--- src/blm_pkg.sv ---
package blm_pkg;

  localparam int SAMPLE_BITS = 12;
  localparam int NUM_LEVELS = 11;
  localparam int LEVEL_BITS = 4;
  localparam int DECIM_BITS = 3;
  localparam int DISCARD_BITS = 4;
  localparam int SKIP_BITS = 2;
  localparam int CFG_INDEX_BITS = 2;
  localparam int CFG_DATA_BITS = 4 * SAMPLE_BITS;
  localparam int THR_BITS = NUM_LEVELS * SAMPLE_BITS;

  localparam logic [DISCARD_BITS-1:0] DISCARD_DETACH = 4'd10;
  localparam logic [DISCARD_BITS-1:0] DISCARD_WAKE = 4'd5;
  localparam logic [DISCARD_BITS-1:0] DISCARD_QUICK = 4'd1;
  localparam logic [SKIP_BITS-1:0] SKIP_ARM = 2'd3;
  localparam logic [LEVEL_BITS-1:0] LEVEL_UNKNOWN = LEVEL_BITS'(NUM_LEVELS);

  typedef logic [SAMPLE_BITS-1:0] sample_t;
  typedef logic [LEVEL_BITS-1:0] level_t;
  typedef logic [THR_BITS-1:0] thr_set_t;

  typedef enum logic [CFG_INDEX_BITS-1:0] {
    CFG_THR_LOW  = 2'd0,
    CFG_THR_MID  = 2'd1,
    CFG_THR_HIGH = 2'd2
  } cfg_index_t;

  typedef enum logic [1:0] {
    ACT_NONE      = 2'd0,
    ACT_POWER_OFF = 2'd1,
    ACT_NEW_LEVEL = 2'd2
  } action_t;

  typedef enum logic [2:0] {
    BAT_EMPTY    = 3'd0,
    BAT_QUARTER  = 3'd1,
    BAT_HALF     = 3'd2,
    BAT_THREE_QT = 3'd3,
    BAT_FULL     = 3'd4,
    BAT_ERROR    = 3'd5
  } bat_state_t;

  typedef struct packed {
    logic       usb_present;
    logic       usb_present_raw;
    logic       stepup_on_battery;
    logic       stepup_powered;
    logic       sample_valid;
    logic [11:0] sample;
    logic       ack;
    logic [3:0] aux_level;
    logic       skip_queue_request;
    logic       error_signal;
  } req_t;

  typedef struct packed {
    logic [1:0] action;
    logic [3:0] pending_level;
    logic [3:0] current_level;
    logic [2:0] battery_state;
    logic       on_usb;
  } rsp_t;

  typedef struct packed {
    logic   found;
    level_t level;
  } quant_t;

  function automatic sample_t thr_at(thr_set_t thr, level_t idx);
    sample_t r;
    r = '0;
    if (idx < LEVEL_UNKNOWN) begin
      r = thr[int'(idx) * SAMPLE_BITS +: SAMPLE_BITS];
    end
    return r;
  endfunction

  function automatic quant_t quantise(thr_set_t thr, sample_t v);
    quant_t q;
    q.found = 1'b0;
    q.level = '0;
    for (int i = 0; i < NUM_LEVELS; i++) begin
      if (v > thr[i * SAMPLE_BITS +: SAMPLE_BITS]) begin
        q.found = 1'b1;
        q.level = LEVEL_BITS'(i);
      end
    end
    return q;
  endfunction

endpackage

--- src/blm_core.sv ---
module blm_core #(
  parameter int LINE_DEPTH = 8
) (
  input  logic              clk,
  input  logic              rst,
  input  logic              step,
  input  blm_pkg::req_t     req,
  input  blm_pkg::thr_set_t thr,
  output blm_pkg::rsp_t     rsp
);

  logic usb_mode, usb_mode_next;
  logic last_powered;
  blm_pkg::sample_t line [LINE_DEPTH];
  blm_pkg::sample_t line_next [LINE_DEPTH];
  logic [blm_pkg::DECIM_BITS-1:0] decimate_count, decimate_count_next;
  logic [blm_pkg::DISCARD_BITS-1:0] discard_left, discard_left_next;
  logic [blm_pkg::SKIP_BITS-1:0] skip_left, skip_left_next;
  blm_pkg::level_t level_now, level_now_next;
  blm_pkg::level_t level_pending, level_pending_next;
  blm_pkg::level_t aux_update, aux_update_next;
  logic boot_notify, boot_notify_next;
  logic error_flag, error_flag_next;

  logic vbat_src;
  logic take;
  logic done;
  blm_pkg::sample_t old;
  blm_pkg::quant_t q_old;
  blm_pkg::quant_t q_line;
  blm_pkg::action_t action;
  blm_pkg::bat_state_t bat;

  always_comb begin
    level_now_next = req.ack ? level_pending : level_now;
    boot_notify_next = req.ack ? 1'b0 : boot_notify;
    aux_update_next = req.ack ? '0 : aux_update;
    error_flag_next = error_flag | req.error_signal;
    skip_left_next = req.skip_queue_request ? blm_pkg::SKIP_ARM : skip_left;
    if (req.aux_level != '0) begin
      aux_update_next = req.aux_level;
    end

    usb_mode_next = usb_mode;
    discard_left_next = discard_left;
    level_pending_next = level_pending;
    decimate_count_next = decimate_count;
    for (int k = 0; k < LINE_DEPTH; k++) begin
      line_next[k] = line[k];
    end

    if (!usb_mode && req.usb_present) begin
      for (int k = 0; k < LINE_DEPTH; k++) begin
        line_next[k] = line[0];
      end
      usb_mode_next = 1'b1;
    end else if (usb_mode && !req.usb_present) begin
      usb_mode_next = 1'b0;
      discard_left_next = blm_pkg::DISCARD_DETACH;
    end else if (!last_powered && req.stepup_powered) begin
      discard_left_next = (skip_left_next != '0) ? blm_pkg::DISCARD_QUICK
                                                 : blm_pkg::DISCARD_WAKE;
    end

    vbat_src = req.stepup_on_battery & req.stepup_powered;
    action = blm_pkg::ACT_NONE;
    done = 1'b0;
    take = 1'b0;
    old = '0;
    q_old = '0;
    q_line = '0;

    if (req.sample_valid) begin
      decimate_count_next = decimate_count + 1'b1;
      take = (decimate_count_next == '0) || (skip_left_next != '0);
      if (vbat_src && discard_left_next == '0 && take) begin
        if (skip_left_next != '0) begin
          for (int k = 0; k < LINE_DEPTH; k++) begin
            line_next[k] = req.sample;
          end
          skip_left_next = skip_left_next - 1'b1;
        end else begin
          for (int k = 0; k < LINE_DEPTH - 1; k++) begin
            line_next[k] = line_next[k + 1];
          end
          line_next[LINE_DEPTH-1] = req.sample;
        end
        old = line_next[0];
        q_old = blm_pkg::quantise(thr, old);
        if (!usb_mode_next && old < thr[blm_pkg::SAMPLE_BITS-1:0] && !req.usb_present_raw) begin
          action = blm_pkg::ACT_POWER_OFF;
          done = 1'b1;
        end else if (q_old.level < level_now_next) begin
          level_pending_next = q_old.level;
          action = blm_pkg::ACT_NEW_LEVEL;
          done = 1'b1;
        end
      end
      if (!done && discard_left_next != '0) begin
        discard_left_next = discard_left_next - 1'b1;
      end
    end

    q_line = blm_pkg::quantise(thr, line_next[0]);
    if (!done) begin
      if (boot_notify_next) begin
        if (q_line.found) begin
          level_pending_next = q_line.level;
        end
        action = blm_pkg::ACT_NEW_LEVEL;
      end else if (aux_update_next != '0) begin
        if (aux_update_next >= level_now_next) begin
          if (aux_update_next < blm_pkg::LEVEL_UNKNOWN) begin
            for (int k = 0; k < LINE_DEPTH; k++) begin
              line_next[k] = blm_pkg::thr_at(thr, aux_update_next);
            end
          end
          level_pending_next = aux_update_next;
          action = blm_pkg::ACT_NEW_LEVEL;
        end else begin
          aux_update_next = '0;
        end
      end
    end

    if (level_now_next >= blm_pkg::LEVEL_UNKNOWN) begin
      if (line_next[0] < blm_pkg::thr_at(thr, 4'd2)) bat = blm_pkg::BAT_EMPTY;
      else if (line_next[0] < blm_pkg::thr_at(thr, 4'd4)) bat = blm_pkg::BAT_QUARTER;
      else if (line_next[0] < blm_pkg::thr_at(thr, 4'd6)) bat = blm_pkg::BAT_HALF;
      else if (line_next[0] < blm_pkg::thr_at(thr, 4'd8)) bat = blm_pkg::BAT_THREE_QT;
      else bat = blm_pkg::BAT_FULL;
    end else if (error_flag_next) begin
      bat = blm_pkg::BAT_ERROR;
    end else if (level_now_next < 4'd2) begin
      bat = blm_pkg::BAT_EMPTY;
    end else if (level_now_next < 4'd4) begin
      bat = blm_pkg::BAT_QUARTER;
    end else if (level_now_next < 4'd6) begin
      bat = blm_pkg::BAT_HALF;
    end else if (level_now_next < 4'd8) begin
      bat = blm_pkg::BAT_THREE_QT;
    end else begin
      bat = blm_pkg::BAT_FULL;
    end

    rsp.action = action;
    rsp.pending_level = level_pending_next;
    rsp.current_level = level_now_next;
    rsp.battery_state = bat;
    rsp.on_usb = usb_mode_next;
  end

  always_ff @(posedge clk) begin
    if (rst) begin
      usb_mode <= 1'b0;
      last_powered <= 1'b0;
      for (int k = 0; k < LINE_DEPTH; k++) begin
        line[k] <= '0;
      end
      decimate_count <= '0;
      discard_left <= '0;
      skip_left <= '0;
      level_now <= blm_pkg::LEVEL_UNKNOWN;
      level_pending <= '0;
      aux_update <= '0;
      boot_notify <= 1'b1;
      error_flag <= 1'b0;
    end else if (step) begin
      usb_mode <= usb_mode_next;
      last_powered <= req.stepup_powered;
      for (int k = 0; k < LINE_DEPTH; k++) begin
        line[k] <= line_next[k];
      end
      decimate_count <= decimate_count_next;
      discard_left <= discard_left_next;
      skip_left <= skip_left_next;
      level_now <= level_now_next;
      level_pending <= level_pending_next;
      aux_update <= aux_update_next;
      boot_notify <= boot_notify_next;
      error_flag <= error_flag_next;
    end
  end

endmodule

--- src/battery_level_monitor.sv ---
// Channel   Direction  Handshake             Payload
// req       in         req_valid/req_stall   blm_pkg::req_t, one routine call
// rsp       out        rsp_valid/rsp_stall   blm_pkg::rsp_t, one result per item
// cfg       in         cfg_valid/cfg_ready   cfg_index, cfg_data (threshold words)
//
// Each item is registered, processed combinationally against the state, and its
// result is registered; one item can enter per cycle while req_stall is low.
// The synchronous reset clears the handshake state and all monitor state.
// A stalled result holds the output register; the input register still takes
// one more item, and req_stall rises only when both registers are full.
module battery_level_monitor #(
  parameter int LINE_DEPTH = 8
) (
  input  logic                                 clk,
  input  logic                                 rst,
  input  logic                                 req_valid,
  output logic                                 req_stall,
  input  blm_pkg::req_t                        req,
  output logic                                 rsp_valid,
  input  logic                                 rsp_stall,
  output blm_pkg::rsp_t                        rsp,
  input  logic                                 cfg_valid,
  output logic                                 cfg_ready,
  input  logic [blm_pkg::CFG_INDEX_BITS-1:0]   cfg_index,
  input  logic [blm_pkg::CFG_DATA_BITS-1:0]    cfg_data
);

  logic [4*blm_pkg::SAMPLE_BITS-1:0] thr_low;
  logic [4*blm_pkg::SAMPLE_BITS-1:0] thr_mid;
  logic [3*blm_pkg::SAMPLE_BITS-1:0] thr_high;
  blm_pkg::thr_set_t thr;

  logic in_full;
  blm_pkg::req_t in_item;
  logic advance;
  logic accept;
  blm_pkg::rsp_t result;

  assign cfg_ready = 1'b1;
  assign thr = {thr_high, thr_mid, thr_low};

  always_ff @(posedge clk) begin
    if (rst) begin
      thr_low <= '0;
      thr_mid <= '0;
      thr_high <= '0;
    end else if (cfg_valid && cfg_ready) begin
      unique case (blm_pkg::cfg_index_t'(cfg_index))
        blm_pkg::CFG_THR_LOW:  thr_low <= cfg_data;
        blm_pkg::CFG_THR_MID:  thr_mid <= cfg_data;
        blm_pkg::CFG_THR_HIGH: thr_high <= cfg_data[3*blm_pkg::SAMPLE_BITS-1:0];
        default: ;
      endcase
    end
  end

  assign advance = in_full && (!rsp_valid || !rsp_stall);
  assign req_stall = in_full && rsp_valid && rsp_stall;
  assign accept = req_valid && !req_stall;

  always_ff @(posedge clk) begin
    if (rst) begin
      in_full <= 1'b0;
    end else if (accept) begin
      in_full <= 1'b1;
    end else if (advance) begin
      in_full <= 1'b0;
    end
  end

  always_ff @(posedge clk) begin
    if (accept) begin
      in_item <= req;
    end
  end

  blm_core #(
    .LINE_DEPTH(LINE_DEPTH)
  ) u_core (
    .clk (clk),
    .rst (rst),
    .step(advance),
    .req (in_item),
    .thr (thr),
    .rsp (result)
  );

  always_ff @(posedge clk) begin
    if (rst) begin
      rsp_valid <= 1'b0;
    end else if (advance) begin
      rsp_valid <= 1'b1;
    end else if (!rsp_stall) begin
      rsp_valid <= 1'b0;
    end
  end

  always_ff @(posedge clk) begin
    if (advance) begin
      rsp <= result;
    end
  end

endmodule

--- config.mk ---
export PLATFORM = sky130hd
export DESIGN_NAME = battery_level_monitor
export DESIGN_NICKNAME = d
export VERILOG_FILES = /design/src/blm_pkg.sv /design/src/blm_core.sv /design/src/battery_level_monitor.sv
export SDC_FILE = /design/constraint.sdc
export NUM_CORES = 1
export LEC_CHECK = 0
export BUFFER_PORTS_ARGS = -buffer_cell sky130_fd_sc_hd__buf_4
export CAP_MARGIN = 20
export CORE_MARGIN = 1
export CORE_UTILIZATION = 40
export DETAILED_ROUTE_END_ITERATION = 7
export GPL_TIMING_DRIVEN = 0
export HOLD_SLACK_MARGIN = 0.03
export PLACE_DENSITY_LB_ADDON = 0.05
export SKIP_CTS_REPAIR_TIMING = 1
export SLEW_MARGIN = 10
export SYNTH_ARGS = -nofsm -noshare
export SYNTH_HDL_FRONTEND = slang
export SYNTH_HIERARCHICAL = 1
export SYNTH_SLANG_ARGS = --single-unit
--- constraint.sdc ---
create_clock -name clk -period 7.8 [get_ports clk]
set_input_delay 0.78 -clock clk [delete_from_list [all_inputs] [get_ports clk]]
set_output_delay 0.78 -clock clk [all_outputs]
set_load 0.005 [all_outputs]
==> flow_summary.ini <==
[run_status]
outcome = completed

[synth]
yosys.area_share.adder_pct = 17.4
synthFlopType = dfxtp_1
ys_ff_latch = 293
synth_area_um2 = 22800
synth-simple-area-share_pct = 16.2
synth_edf_count = 134
synth_cells = 2593
synth.mux.area_fraction_pct = 7.01
synth_top_family_by_area = compound AO/OA/AOI/OAI gates
synth.distinct_cells = 84
yosysWarnings = 6
syn_nets = 2990
async_flop_share_pct = 0
synthXorXnorAreaFrac_pct = 0.153
synth.most_common_cell = a21oi_1
synth_seq_area_share_pct = 31.6
synth-compound-area-share_pct = 22.2
avgSynthCellArea_um2 = 8.81
synth_area_leaders = edfxtp_1 18%, ha_1 17%, dfxtp_1 14%
synth_top_cell_by_area = edfxtp_1
netlist_top_cells_count = 393 x a21oi_1, 318 x ha_1, 241 x nand2_1
netlist.area_leader.share_pct = 17.6

[clocking]
cts_sinks = 293
clockBufferDepth = 3
cts_tree = yes
root_buffer = clkbuf_16
htree_levels = 2
clkTransAtPathRegs_ns = 0.06
cts_inserted_buffers = 36
clock_latency_ns = 0.56

[critical_path]
slowest_delay_ns = 0.51
required_ns = 8.21
setup.worst_path.end_class = flip-flop
critPathKind = flip-flop to flip-flop
cp.arrival_ns = 8.12
crit_slowest_cell = nor2_2
cp-start-kind = flip-flop
cp_max_fo = 8

[floorplan]
core_um2 = 56400
die_y_um = 241
initial_core_util_pct = 40.5
die_w_um = 241
std_cell_rows = 87
pin_count = 96
die_area_um2 = 58100

[timing]
report.final.slew_viol_count = 0
skew_ns = 0.0202
finalHoldViolations = 0
setup_violations = 0
timing.final.ws_setup_ns = 0.0921
max_freq_ghz = 0.130
whs_ns = 0.411
period_needed_ns = 7.71
slew_headroom_pct = 28.2
tightest_slew_ns = 1.07
fin_crit_sh_pct = 98.8

[routing]
drt_iter0_drc = 2318
drtAntennaViolNets = 0
num_vias = 22000
routedWlPerCell_um = 27.5
viasPerCell = 6.12
finalWirelength_um = 98700
first_pass_iters = 6
drc_errors = 0

[cells_and_area]
fin_cells = 3590
multiInputGateArea_um2 = 14900
diodes = 0
drive_gt1_share_pct = 14.2
regArea_um2 = 7210
area_delta_synth_final_pct = 18.5
fill_cells = 5544
nets = 3204

[power]
leakage_nw = 11.0
irDropWorstVdd_mv = 0.159
p_per_area_nw_per_um2 = 188
finalPower_mw = 5.10

[place]
place_inst = 3455
hpwl_um = 75500
io_buffer_count = 94
gp_congestion = 1.03
post-place-ws_ns = -2.57

[global_route]
grt_pass1_vias = 20600
antenna_found_initial = 2
grt_pass1_wl_um = 139000
grt.overflow.total = 0
grt_max_degree = 52
grtUsageTotal_pct = 33.3

[run]
drv_cap = 0

[hold_path]
hold_class = input port to flip-flop
-- report_power, final --
part | internal [mW] | switching, mW
clock network | 0.943 | 0.694
registers | 1.70 | 0.0666
logic | 0.654 | 1.04
-- layout make-up --
cell class                 count  share of cell area (%)
tap                          756                    3.49
buffer                       135                    2.37
timing repair buffer         188                    6.19
clock buffer                  54                    3.92
inverter                     161                    2.26
sequential                   293                    26.6
clock inverter                11                   0.263
multi-input combinational   1992                    54.9
-- logic make-up after synthesis --
group,Yosys count
mux,158
flops,293
other cells,1
compound gates,795
buf+inv,308
simple gates,716
fa+ha+maj,318
xor+xnor,4
-- flip-flops by register name, summed over array words and instances, names as in the netlist, 2 cells and up --
name	flops
u_core/level_pending	4
u_core/decimate_count	3
thr_mid	48
u_core/aux_update	4
u_core/skip_left	2
thr_low	48
u_core/discard_left	4
u_core/line	96
u_core/level_now	4
rsp	14
thr_high	36
in_item	24
-- through the flow --
step	utilization [%]	TNS [ns]	area (um^2)
2_1_floorplan	-	0	22800
3_3_place_gp	43.4	-144.77	24500
3_5_place_dp	44.1	-12.06	24900
4_1_cts	46.1	-14.08	26000
5_1_grt	48.0	-0.119	27100
6_report	48.0	0	27100
-- worst paths after layout --
check | from | end | slack [ns] | depth (start not counted)
hold reg to reg | thr_low[20]$_SDFFE_PP0P_ | thr_low[20]$_SDFFE_PP0P_ | 0.47 | 2
setup reg to reg | in_item[1]$_DFFE_PP_ | rsp[3]$_DFFE_PP_ | 0.09 | 31
hold / removal | req[1] | in_item[1]$_DFFE_PP_ | 0.41 | 1
setup / recovery | in_item[1]$_DFFE_PP_ | rsp[3]$_DFFE_PP_ | 0.09 | 31
-- placed cells by master (no fill, tap or decap), types with 25 or more instances in the layout --
cell type  instances
inv_1            158
o211ai_1         135
nor2_1            54
buf_4            173
clkbuf_1          96
mux2i_1          142
nand3_1           27
nand2_1          241
edfxtp_1         134
nand2b_1         190
ha_1             317
dfxtp_1          158
a21o_1            53
buf_2             25
nor2b_1           41
clkbuf_16         38
o21ai_0           47
nand4_1           63
a21oi_1          367
-- routing by layer --
| layer | GRT usage [%] | part of all wire [%] | wire [um] |
|---|---|---|---|
| met1 | 47.4 | 45 | 44200 |
| met2 | 50.2 | 43 | 42700 |
| met5 | 0 | 0.027 | 27 |
| met3 | 4.79 | 8.4 | 8260 |
| met4 | 13.5 | 3.6 | 3540 |
-- worst max-delay path, delay by kind of cell (launching register included) --
kind	cells	cell delay [ns]
flip-flops	1	0.42
buffers and inverters	5	0.77
AO/OA/AOI/OAI	16	4.20
AND/OR/NAND/NOR	7	1.35
adder cells (fa/ha/maj)	3	0.79
No activity file was read; power rests on OpenSTA's default activity.
